$ cat src/design/cla_pkg.sv
// ----------------------------------------------------------------------------
// Chord latch arpeggiator package
// Default sizes and fixed output counts shared by the core and its checker.
// ----------------------------------------------------------------------------
package cla_pkg;

    localparam int SLOT_COUNT_DEF  = 4;
    localparam int PITCH_WIDTH_DEF = 24;
    // The result always carries four note fields.
    localparam int NOTE_OUTS       = 4;

endpackage

$ cat src/design/chord_latch_arpeggiator_core.sv
// ----------------------------------------------------------------------------
// Chord latch arpeggiator core
// Chord memory with rising-edge latch, clear and advance controls and a
// stepping arpeggio pointer.
// ----------------------------------------------------------------------------
// The block takes one item per clock cycle while no result is stalled and
// returns one result per item. An accepted item lands in an input register;
// when the result register is free, the edge detection, slot update and
// arpeggio search run in one combinational pass into the result register,
// which then presents the result on m_valid. The input register lets one
// further item be taken while a result waits on m_ready, and a full pipeline
// moves one item per cycle while m_ready stays high.

module chord_latch_arpeggiator_core
    import cla_pkg::*;
#(
    parameter int SLOT_COUNT  = SLOT_COUNT_DEF,
    parameter int PITCH_WIDTH = PITCH_WIDTH_DEF
) (
    input  logic                          aclk,
    input  logic                          aresetn,

    input  logic                          s_valid,
    output logic                          s_ready,
    input  logic                          s_latch_high,
    input  logic                          s_clear_high,
    input  logic                          s_advance_high,
    input  logic signed [PITCH_WIDTH-1:0] s_pitch,

    output logic                          m_valid,
    input  logic                          m_ready,
    output logic                          m_gate,
    output logic signed [PITCH_WIDTH-1:0] m_note_zero,
    output logic signed [PITCH_WIDTH-1:0] m_note_one,
    output logic signed [PITCH_WIDTH-1:0] m_note_two,
    output logic signed [PITCH_WIDTH-1:0] m_note_three,
    output logic signed [PITCH_WIDTH-1:0] m_arp_note
);

    localparam int PTR_W = $clog2(SLOT_COUNT);

    // Input stage.
    logic                   in_valid_reg;
    logic                   in_latch_reg;
    logic                   in_clear_reg;
    logic                   in_advance_reg;
    logic [PITCH_WIDTH-1:0] in_pitch_reg;

    // Chord state.
    logic                   latch_prev_reg, clear_prev_reg, advance_prev_reg;
    logic [PTR_W-1:0]       wr_ptr_reg, wr_ptr_next;
    logic [PTR_W-1:0]       arp_ptr_reg, arp_ptr_next;
    logic [PITCH_WIDTH-1:0] slot_pitch_reg [SLOT_COUNT];
    logic [PITCH_WIDTH-1:0] slot_pitch_next [SLOT_COUNT];
    logic [SLOT_COUNT-1:0]  slot_valid_reg, slot_valid_next;

    // Result stage.
    logic                   out_valid_reg;
    logic                   gate_reg, gate_next;
    logic [PITCH_WIDTH-1:0] note_reg [NOTE_OUTS];
    logic [PITCH_WIDTH-1:0] note_next [NOTE_OUTS];
    logic [PITCH_WIDTH-1:0] arp_note_reg, arp_note_next;

    logic out_load;
    logic in_take;
    logic clear_edge, latch_edge, advance_edge;
    logic [PTR_W-1:0] step_ptr;
    logic [PTR_W:0]   cand_sum;

    assign out_load = !out_valid_reg || m_ready;
    assign s_ready  = !in_valid_reg || out_load;
    assign in_take  = s_valid && s_ready;

    assign clear_edge   = in_clear_reg && !clear_prev_reg;
    assign latch_edge   = in_latch_reg && !latch_prev_reg;
    assign advance_edge = in_advance_reg && !advance_prev_reg;

    // Clear first, then latch; the arpeggio search sees the result of both.
    always_comb begin
        slot_valid_next = slot_valid_reg;
        wr_ptr_next     = wr_ptr_reg;
        arp_ptr_next    = arp_ptr_reg;
        for (int k = 0; k < SLOT_COUNT; k++) begin
            slot_pitch_next[k] = slot_pitch_reg[k];
        end
        if (clear_edge) begin
            slot_valid_next = '0;
            wr_ptr_next     = '0;
            arp_ptr_next    = '0;
            for (int k = 0; k < SLOT_COUNT; k++) begin
                slot_pitch_next[k] = '0;
            end
        end
        if (latch_edge) begin
            slot_pitch_next[wr_ptr_next] = in_pitch_reg;
            slot_valid_next[wr_ptr_next] = 1'b1;
            if (wr_ptr_next == PTR_W'(SLOT_COUNT - 1)) begin
                wr_ptr_next = '0;
            end else begin
                wr_ptr_next = wr_ptr_next + PTR_W'(1);
            end
        end
    end

    // Next active slot after the pointer, wrapping; the lowest active slot
    // when the pointer sits on an empty one. The nearest candidate wins.
    always_comb begin
        step_ptr = arp_ptr_next;
        cand_sum = '0;
        if (slot_valid_next[arp_ptr_next]) begin
            for (int k = SLOT_COUNT; k >= 1; k--) begin
                cand_sum = {1'b0, arp_ptr_next} + (PTR_W + 1)'(k);
                if (cand_sum >= (PTR_W + 1)'(SLOT_COUNT)) begin
                    cand_sum = cand_sum - (PTR_W + 1)'(SLOT_COUNT);
                end
                if (slot_valid_next[cand_sum[PTR_W-1:0]]) begin
                    step_ptr = cand_sum[PTR_W-1:0];
                end
            end
        end else begin
            for (int k = SLOT_COUNT - 1; k >= 0; k--) begin
                if (slot_valid_next[k]) begin
                    step_ptr = PTR_W'(k);
                end
            end
        end
    end

    always_comb begin
        logic [PTR_W-1:0] arp_sel;
        arp_sel   = advance_edge ? step_ptr : arp_ptr_next;
        gate_next = |slot_valid_next;
        for (int k = 0; k < NOTE_OUTS; k++) begin
            if (k < SLOT_COUNT) begin
                note_next[k] = slot_pitch_next[k];
            end else begin
                note_next[k] = '0;
            end
        end
        arp_note_next = gate_next ? slot_pitch_next[arp_sel] : '0;
    end

    always_ff @(posedge aclk) begin
        if (!aresetn) begin
            in_valid_reg <= 1'b0;
        end else if (s_ready) begin
            in_valid_reg <= s_valid;
        end
    end

    always_ff @(posedge aclk) begin
        if (in_take) begin
            in_latch_reg   <= s_latch_high;
            in_clear_reg   <= s_clear_high;
            in_advance_reg <= s_advance_high;
            in_pitch_reg   <= s_pitch;
        end
    end

    always_ff @(posedge aclk) begin
        if (!aresetn) begin
            latch_prev_reg   <= 1'b0;
            clear_prev_reg   <= 1'b0;
            advance_prev_reg <= 1'b0;
            wr_ptr_reg       <= '0;
            arp_ptr_reg      <= '0;
            slot_valid_reg   <= '0;
            for (int k = 0; k < SLOT_COUNT; k++) begin
                slot_pitch_reg[k] <= '0;
            end
        end else if (in_valid_reg && out_load) begin
            latch_prev_reg   <= in_latch_reg;
            clear_prev_reg   <= in_clear_reg;
            advance_prev_reg <= in_advance_reg;
            wr_ptr_reg       <= wr_ptr_next;
            arp_ptr_reg      <= advance_edge ? step_ptr : arp_ptr_next;
            slot_valid_reg   <= slot_valid_next;
            for (int k = 0; k < SLOT_COUNT; k++) begin
                slot_pitch_reg[k] <= slot_pitch_next[k];
            end
        end
    end

    always_ff @(posedge aclk) begin
        if (!aresetn) begin
            out_valid_reg <= 1'b0;
        end else if (out_load) begin
            out_valid_reg <= in_valid_reg;
        end
    end

    always_ff @(posedge aclk) begin
        if (in_valid_reg && out_load) begin
            gate_reg     <= gate_next;
            arp_note_reg <= arp_note_next;
            for (int k = 0; k < NOTE_OUTS; k++) begin
                note_reg[k] <= note_next[k];
            end
        end
    end

    assign m_valid      = out_valid_reg;
    assign m_gate       = gate_reg;
    assign m_note_zero  = note_reg[0];
    assign m_note_one   = note_reg[1];
    assign m_note_two   = note_reg[2];
    assign m_note_three = note_reg[3];
    assign m_arp_note   = arp_note_reg;

endmodule

$ cat config.mk
export PLATFORM = sky130hd
export DESIGN_NAME = chord_latch_arpeggiator_core
export DESIGN_NICKNAME = d
export VERILOG_FILES = /design/src/design/cla_pkg.sv /design/src/design/chord_latch_arpeggiator_core.sv
export SDC_FILE = /design/constraint.sdc
export NUM_CORES = 1
export LEC_CHECK = 0
export BUFFER_PORTS_ARGS = -buffer_cell sky130_fd_sc_hd__buf_2
export CAP_MARGIN = 0
export CELL_PAD_IN_SITES_DETAIL_PLACEMENT = 1
export CELL_PAD_IN_SITES_GLOBAL_PLACEMENT = 2
export CORE_ASPECT_RATIO = 0.9
export CORE_MARGIN = 1.5
export CORE_UTILIZATION = 39
export DETAILED_ROUTE_END_ITERATION = 10
export PLACE_DENSITY_LB_ADDON = 0.2
export SYNTH_ARGS = -nofsm -noshare
export SYNTH_HDL_FRONTEND = slang
export SYNTH_SLANG_ARGS = --single-unit
$ cat constraint.sdc
create_clock -name aclk -period 9.25 [get_ports aclk]
set_clock_uncertainty 0.15 [all_clocks]
set_input_delay 2.3125 -clock aclk [delete_from_list [all_inputs] [get_ports aclk]]
set_output_delay 2.3125 -clock aclk [all_outputs]
set_load 0.05 [all_outputs]
# Word-level counts from Yosys, hierarchy flattened
# Memory sizes are Yosys's and may differ from the RTL's.
# Cells that the tools add are included.
[word_totals]
register_bits = 65
mem_bits_rw = 192
inputBits = 31
output_inout_bits = 123
wordCells = 115
n_memories = 2
[memory_table]
columns = ["memory", "words", "width", "rd", "rd_ports_with_merged_regs", "wr", "line_no", "text"]
rows = [
  ["note_reg", 4, 24, 4, 0, 4, "chord_latch_arpeggiator_core.sv:60", "logic [PITCH_WIDTH-1:0] note_reg [NOTE_OUTS];"],
  ["slot_pitch_reg", 4, 24, 4, 0, 4, "chord_latch_arpeggiator_core.sv:53", "logic [PITCH_WIDTH-1:0] slot_pitch_reg [SLOT_COUNT];"],
]
[classes]
addsub = 9
magnitude_cmp = 14
eq_ne = 1
muxes = 53
bitwise_logic = 7
reduce_logical = 15
[op_table]
columns = ["op", "count"]
rows = [
  ["$mux 96", 2],
  ["$mux 24", 7],
  ["$bwmux 96", 1],
  ["$bmux 24 s2", 1],
  ["$demux 24 s2", 1],
  ["$mux 2", 22],
  ["$ge 3x3->1 const B", 6],
  ["$lt 2x3->1 const B", 6],
  ["$mux 1", 11],
  ["$bmux 1 s2", 5],
  ["$mux 4", 2],
  ["$sub 2x1->2 const B", 4],
  ["$logic_and 1x1->1", 7],
  ["$add 2x2->3 const B", 2],
  ["$not 2->3", 2],
  ["$logic_not 1->1", 5],
  ["$or 1x1->1", 4],
  ["$or 4x4->4", 1],
  ["$reduce_or 4->1", 1],
  ["$add 2x1->3 const B", 1],
  ["$add 2x3->3 const B", 1],
  ["$lt 3x1->1 const B", 1],
  ["$add 2x1->2 const B", 1],
  ["$demux 1 s2", 1],
  ["3 further kinds", 4],
]

# Depth between registers and ports, before layout
# Gate-level depths: netlist (run 1).
[logic_depth]
word_depth = 24
mapped_depth = 17

# Worst setup path after synthesis (run 1)
# No wires, ideal clock.
[synth_timing]
path_type = "input to register"
start = "in m_ready"
end = "mem slot_pitch_reg[2][20] (netlist name), data pin"
setup_ps = 160
t_arrival_ps = 6880
t_required_ps = 8940
slack_ps = 2060
path_stages = 6
n_path_buf = 2
cell_sequence = "nor2b_1 -> nand2b_1 -> inv_1 -> clkbuf_1 -> clkbuf_1 -> and3_1"
[synth_rtl]
columns = ["item", "line_no", "text"]
rows = [
  ["start, declared", "chord_latch_arpeggiator_core.sv:31", "input logic m_ready,"],
  ["end, declared", "chord_latch_arpeggiator_core.sv:53", ""],
]

# Worst setup path in the final report (run 1)
[layout_timing]
start = "in m_ready"
end = "out s_ready"
[layout_between]
elab_chain_len = 2
[layout_rtl]
columns = ["item", "line_no", "text"]
rows = [
  ["$logic_or 1x1->1", "chord_latch_arpeggiator_core.sv:70", "assign out_load = !out_valid_reg || m_ready;"],
  ["$logic_or 1x1->1", "chord_latch_arpeggiator_core.sv:71", "assign s_ready = !in_valid_reg || out_load;"],
  ["end, declared", "chord_latch_arpeggiator_core.sv:24", "output logic s_ready,"],
]
# No other way between the ends.

==> flow_metrics.tcl, run 1 <==
set metrics [dict create \
    dpl.hpwl_um 16710 \
    synth_compound_area_frac 0.08489 \
    viasPerCell 5.517 \
    multi_input_area_um2 3143 \
    wl_per_cell_um 21.61 \
    regArea_um2 7587 \
    ios 154 \
    core_um2 27790 \
    rr_worst_depth 9 \
    cap_violations 0 \
    finalSetupViolations 0 \
    fin_nets 1062 \
    initial_utilization 0.3951 \
    worst-slew-pin-transition_ps 1067 \
    pwr-share-seq 0.495 \
    yosys.area_share.adder 0.001139 \
    drc 0 \
    fin_cells 1412 \
    fillers 2976 \
    synthSimpleGateAreaFrac 0.1514 \
    outcome "complete, no violations" \
    hold_viol_final 0 \
    postSynthAreaPerCell_um2 12.16 \
    synth-xor-area-share 0 \
    track_usage 0.2069 \
    path_clk_slew_ps 70 \
    cp_data_arrival_time_ps 2970 \
    hold_path_depth 2 \
    cts_buffers 28 \
    yosysTopAreaCell "edfxtp_1" \
    cpPeakStageDelay_ps 230 \
    timing.rr.end "m_arp_note[14]" \
    synth-edff-count 244 \
    power.leakage_nw 5.203 \
    worstHoldPathType "register to register" \
    layout_min_cycle_time_ps 5437 \
    ys_seq_area_frac 0.6910 \
    fp-row-count 58 \
    cts_resized 0 \
    crit_chain "buf_2 > nor2b_1 > nand2_1 > buf_2" \
    drtAntennaViolNets 0 \
    reg2reg_slack_ps 4840 \
    final_max_slew_viol_count 0 \
    path_max_fanout 4 \
    die_area_um2 29170 \
    hold_start "advance_prev_reg" \
    stdcell_area_um2 12900 \
    path_buf_inv 2 \
    synth_cell_type_count 52 \
    grt_pass1_wl_um 46750 \
    end_kind "output port" \
    clk_latency_ps 540 \
    grt_max_degree 87 \
    place_area_um2 12020 \
    synth_warnings 0 \
    crit_type "primary input to output port" \
    drt_iter0_markers 421 \
    area_delta_synth_final_pct 17.49 \
    slowest_stage "buf_2" \
    wl_um 30510 \
    slew-limit-headroom 0.2885 \
    syn_inst 903 \
    vias 7790 \
    finalWorstSetupSlack_ps 3813 \
    timing.rr.start "in_clear_reg" \
    portBuffers 153 \
    grt_setup_unrepaired "no" \
    tns_ps 0 \
    cp_common_cell "buf_2" \
    synth_area_leaders "edfxtp_1 (67%), nand2_1 (7.1%), mux2i_1 (4.4%)" \
    drt_first_pass_iters 4 \
    synthMuxAreaShare 0.04376 \
    p_comb_frac 0.114 \
    layout-drive-gt1-share 0.2074 \
    cts_setup_buffers 0 \
    fmax_ghz 0.1839 \
    gp_congestion 0.8130 \
    power_frac_clock 0.390 \
    post_synth_instance_area_um2 10980 \
    h-tree-depth 1 \
    overflow 0 \
    required_ps 6790 \
    placed_cells 1360 \
    swShare 0.2646 \
    tritoncts "built" \
    holdPathEnd "advance_prev_reg" \
    synthArstFlopShare 0 \
    power.density_nw_per_um2 215.5 \
    cts_buffer_depth 3 \
    vdd.ir_drop.worst_mv 0.1293 \
    cts_root_buf "clkbuf_16" \
    synth_top_family_by_area "simple AND/OR/NAND/NOR gates" \
    clock-sinks 257 \
    place_worst_setup_slack_ps 3806 \
    die_y_um 162.2 \
    ys.flop_type "edfxtp_1" \
    ys_ff_latch 257 \
    antenna_found_initial 1 \
    hold_buffers 0 \
    synth_top_area_frac 0.6673 \
    start_kind "primary input" \
    synthesis.nets 935 \
    crit_family "buffers and inverters" \
    final.period_utilization 0.5877 \
    grt_pass1_vias 7845 \
    die_w_um 179.9 \
    intPower_mw 2.044 \
    p_sw_mw 0.7356 \
]
[tightest hold or removal path, stage by stage (launching register included)]
cell and delay (ps):
dfxtp_1 320, nand2_1 50, a21oi_1 50
[power groups by stage]
stage	clock, mW	combinational, mW	sequential [mW]
global placement	0	0.317	1.40
floorplan	0	0.136	1.49
detailed placement	0	0.320	1.40
global route	1.15	0.339	1.38
finish	1.08	0.318	1.38
CTS	1.11	0.321	1.38
[per-layer routing]
layer | vias up | wire [µm] | global-route usage
met1 | 3978 | 14000 | 0.2876
met3 | 40 | 1501 | 0.02780
met5 | - | 0 | 0
met2 | 216 | 14430 | 0.3448
met4 | 0 | 585 | 0.05076
li1 | 3556 | - | -
[synth_stat cells (13+ instances only)]
master      n
and3_1     26
clkbuf_1   45
o22ai_1    26
dfxtp_1    13
nor2_1     23
edfxtp_1  244
nor2b_1    27
mux2i_1    48
o21ai_0    31
nand3_1    52
nand2_1   209
a21oi_1    85
[worst max path at each step]
stage / to / cells past startpoint / from
6_report: s_ready / 4 / m_ready
5_1_grt: s_ready / 4 / m_ready
4_1_cts: s_ready / 4 / m_ready
3_5_place_dp: s_ready / 4 / m_ready
3_3_place_gp: s_ready / 4 / m_ready
2_1_floorplan: slot_pitch_reg[2][20] / 6 / m_ready
[final cells by class]
type,instances,share of cell area
Antenna cell,1,0.0001940
Clock buffer,33,0.05741
Clock inverter,18,0.01047
Inverter,3,0.001261
Multi-Input combinational cell,579,0.2436
Sequential cell,257,0.5881
Tap cell,360,0.03491
Timing Repair Buffer,161,0.06401
[cell usage in the layout (no fill, tap or decap), types with 3 or more instances in the layout]
cell and n:
edfxtp_1 244, nand2_1 207, buf_2 153, a21oi_1 85, nand3_1 51, mux2i_1 48
o21ai_0 31, clkbuf_16 29, nor2b_1 26, o22ai_1 26, and3_1 25, nor2_1 23
dfxtp_1 13, clkinv_1 9, buf_4 8, nand2b_1 5, clkinv_2 5, a22oi_1 4
clkbuf_1 4, nor3_1 3, o211ai_1 3
[stage by stage]
step	util	power [mW]	hold slack, ps
final	0.4642	2.780	323.2
after global routing	0.4642	2.873	356.0
after CTS	0.4641	2.807	321.9
after detailed placement	0.4326	1.722	312.9
after global placement	0.4326	1.717	335.4
after floorplan	-	1.629	294.6
[cells by family after synthesis]
family,count (synthesis)
buffers and inverters,67
AND/OR/NAND/NOR,365
adder cells (fa/ha/maj),1
multiplexers,48
flip-flops,257
AO/OA/AOI/OAI,165
Power figures use the tool's default switching activity.
==> run 2: changes to the inputs <==
--- a/config.mk
+++ b/config.mk
@@ -5,13 +5,14 @@
 export SDC_FILE = /design/constraint.sdc
 export NUM_CORES = 1
 export LEC_CHECK = 0
+export ABC_AREA = 1
 export BUFFER_PORTS_ARGS = -buffer_cell sky130_fd_sc_hd__buf_2
 export CAP_MARGIN = 0
 export CELL_PAD_IN_SITES_DETAIL_PLACEMENT = 1
 export CELL_PAD_IN_SITES_GLOBAL_PLACEMENT = 2
 export CORE_ASPECT_RATIO = 0.9
 export CORE_MARGIN = 1.5
-export CORE_UTILIZATION = 39
+export CORE_UTILIZATION = 34
 export DETAILED_ROUTE_END_ITERATION = 10
 export PLACE_DENSITY_LB_ADDON = 0.2
 export SYNTH_ARGS = -nofsm -noshare
==> constraint.sdc (replaced) <==
create_clock -name aclk -period 4.6 [get_ports aclk]
set_clock_uncertainty 0.15 [all_clocks]
set_input_delay 1.15 -clock aclk [delete_from_list [all_inputs] [get_ports aclk]]
set_output_delay 1.15 -clock aclk [all_outputs]
set_load 0.05 [all_outputs]
==> run 2 against run 1 <==
Non-clock buffer count is 7 higher; critical path depth is 14 higher; clock power is 120% higher; routed wire length is 3.3% higher; critical endpoint is now m_arp_note[10]; largest power group unchanged.
==> flow_metrics.tcl, run 2 <==
set metrics [dict create \
    gp_congestion 0.7982 \
    grt_max_degree 122 \
    tns_ps 0 \
    area_delta_synth_final_pct 19.27 \
    fmax_ghz 0.2804 \
    vdd.ir_drop.worst_mv 0.2789 \
    grt_pass1_wl_um 49110 \
    layout_min_cycle_time_ps 3566 \
    ios 154 \
    synthArstFlopShare 0 \
    ys_seq_area_frac 0.6887 \
    path_buf_inv 3 \
    viasPerCell 4.975 \
    cap_violations 0 \
    p_total_mw 5.948 \
    stdcell_area_um2 13140 \
    antenna_found_initial 0 \
    slowest_stage "nand2_2" \
    syn_inst 1017 \
    wl_um 31510 \
    drtAntennaViolNets 0 \
    overflow 0 \
    die_w_um 192.7 \
    cpPeakStageDelay_ps 710 \
    post_synth_instance_area_um2 11020 \
    drc 0 \
    synthesis.nets 1049 \
    power.density_nw_per_um2 452.7 \
    fin_nets 1185 \
    synth_warnings 0 \
    yosys-top-cells-count "edfxtp_1 (244), nand3_1 (220), inv_1 (136)" \
    cts_buffers 29 \
    layout_commonest_cell "edfxtp_1" \
    final.period_utilization 0.7752 \
    drt_iter0_markers 512 \
    cp_common_cell "nand2_1" \
    final_max_slew_viol_count 0 \
    hold_buffers 0 \
    power.leakage_nw 5.185 \
    crit_family "simple AND/OR/NAND/NOR gates" \
    path_clk_slew_ps 60 \
    track_usage 0.1910 \
    initial_utilization 0.3455 \
    final_cell_mix "edfxtp_1 (244), nand3_1 (220), buf_2 (153)" \
    yosysTopAreaCell "edfxtp_1" \
    tritoncts "built" \
    hold_viol_final 0 \
    grt_setup_unrepaired "no" \
    end_kind "register" \
    synth_area_leaders "edfxtp_1 (67%), nand3_1 (10%), o21ai_0 (4.6%)" \
    cts_setup_buffers 0 \
    drt_first_pass_iters 5 \
    slew-limit-headroom 0.2061 \
    yosysMostFrequentCell "edfxtp_1" \
    die_y_um 173.8 \
    ys.flop_type "edfxtp_1" \
    ys_ff_latch 257 \
    synth-edff-count 244 \
    h-tree-depth 1 \
    core_um2 31880 \
    postSynthAreaPerCell_um2 10.83 \
    layout-drive-gt1-share 0.1983 \
    start_kind "register" \
    antennaDiodeCount 0 \
    cp_data_arrival_time_ps 3700 \
    clk_latency_ps 560 \
    synth_cell_type_count 28 \
    grt_pass1_vias 8299 \
    required_ps 4730 \
    die_area_um2 33490 \
    wl_per_cell_um 19.81 \
    worstHoldPathType "register to register" \
    place_area_um2 12170 \
    cts_buffer_depth 3 \
    portBuffers 153 \
    vias 7916 \
    crit_chain "nand2_4 > buf_4 > nand2_2 > nand2_1 > o21ai_1 > inv_2 > nand3_1 > nand2_1 > nand2_1 > nand2_1 > nand2_1 > nand3_1 > nand2_2 > nand2_2 > buf_4 > nand2_1 > nand3_1 > a21oi_1" \
    synth_top_area_frac 0.6651 \
    worst-slew-pin-transition_ps 1191 \
    clock-sinks 257 \
    cts_root_buf "clkbuf_16" \
    outcome "complete, no violations" \
    fp-row-count 62 \
    dpl.hpwl_um 18480 \
    cts_resized 0 \
    crit_type "register to register" \
    finalSetupViolations 0 \
    path_max_fanout 38 \
]
## run 2: cells by family (layout without fill, tap and decap cells)
group	after synthesis	count (layout)	synth area share
fa+ha+maj	1	1	0.001136
buf+inv	206	364	0.07405
simple gates	415	415	0.1719
compound gates	137	137	0.06337
flops	257	257	0.6887
xor+xnor	1	1	0.0007951
## run 2: power breakdown
part | internal (mW) | switching, mW | leakage, nW
Sequential | 2.73 | 0.0428 | 2.55
Clock | 1.44 | 0.959 | 0.474
Combinational | 0.163 | 0.620 | 2.16
## run 2: final timing paths
kind / depth (start not counted) / slack (ps) / from / endpoint
hold / removal: 2 / 330 / slot_valid_reg[0] / slot_valid_reg[0]
setup reg to reg: 18 / 1030 / in_clear_reg / m_arp_note[10]
setup / recovery: 18 / 1030 / in_clear_reg / m_arp_note[10]
hold reg to reg: 2 / 330 / slot_valid_reg[0] / slot_valid_reg[0]
## run 2: layer usage
metal  share of wire  GRT usage
met5               0          0
met4           0.018    0.03844
met3           0.036    0.02429
met2            0.47     0.3142
met1            0.48     0.2701
## run 2: cell type report
class	count	area, µm²
Clock buffer	35	748.2
Clock inverter	18	226.5
Fill cell	3550	18740
Inverter	143	543.0
Multi-Input combinational cell	554	2624
Sequential cell	257	7587
Tap cell	416	520.5
Timing Repair Buffer	168	890.9
## run 2: metrics by stage
stage | cells | utilization | hold slack (ps) | setup slack, ps
after floorplan | 1017 | - | 300.1 | 198.2
after global placement | 1538 | 0.3816 | 315.3 | 1122
after detailed placement | 1538 | 0.3816 | 323.2 | 989.5
after CTS | 1591 | 0.4121 | 332.2 | 994.6
after global routing | 1591 | 0.4121 | 358.4 | 682.6
final | 1591 | 0.4121 | 334.7 | 1034
## run 2: worst register-to-register path: stages, from the launching register on
cell and delay [ps]:
edfxtp_1 430, nand2_4 190, buf_4 370, nand2_2 180, nand2_1 90, o21ai_1 120
inv_2 80, nand3_1 90, nand2_1 80, nand2_1 70, nand2_1 60, nand2_1 50
nand3_1 80, nand2_2 60, nand2_2 710, buf_4 310, nand2_1 70, nand3_1 60
a21oi_1 70
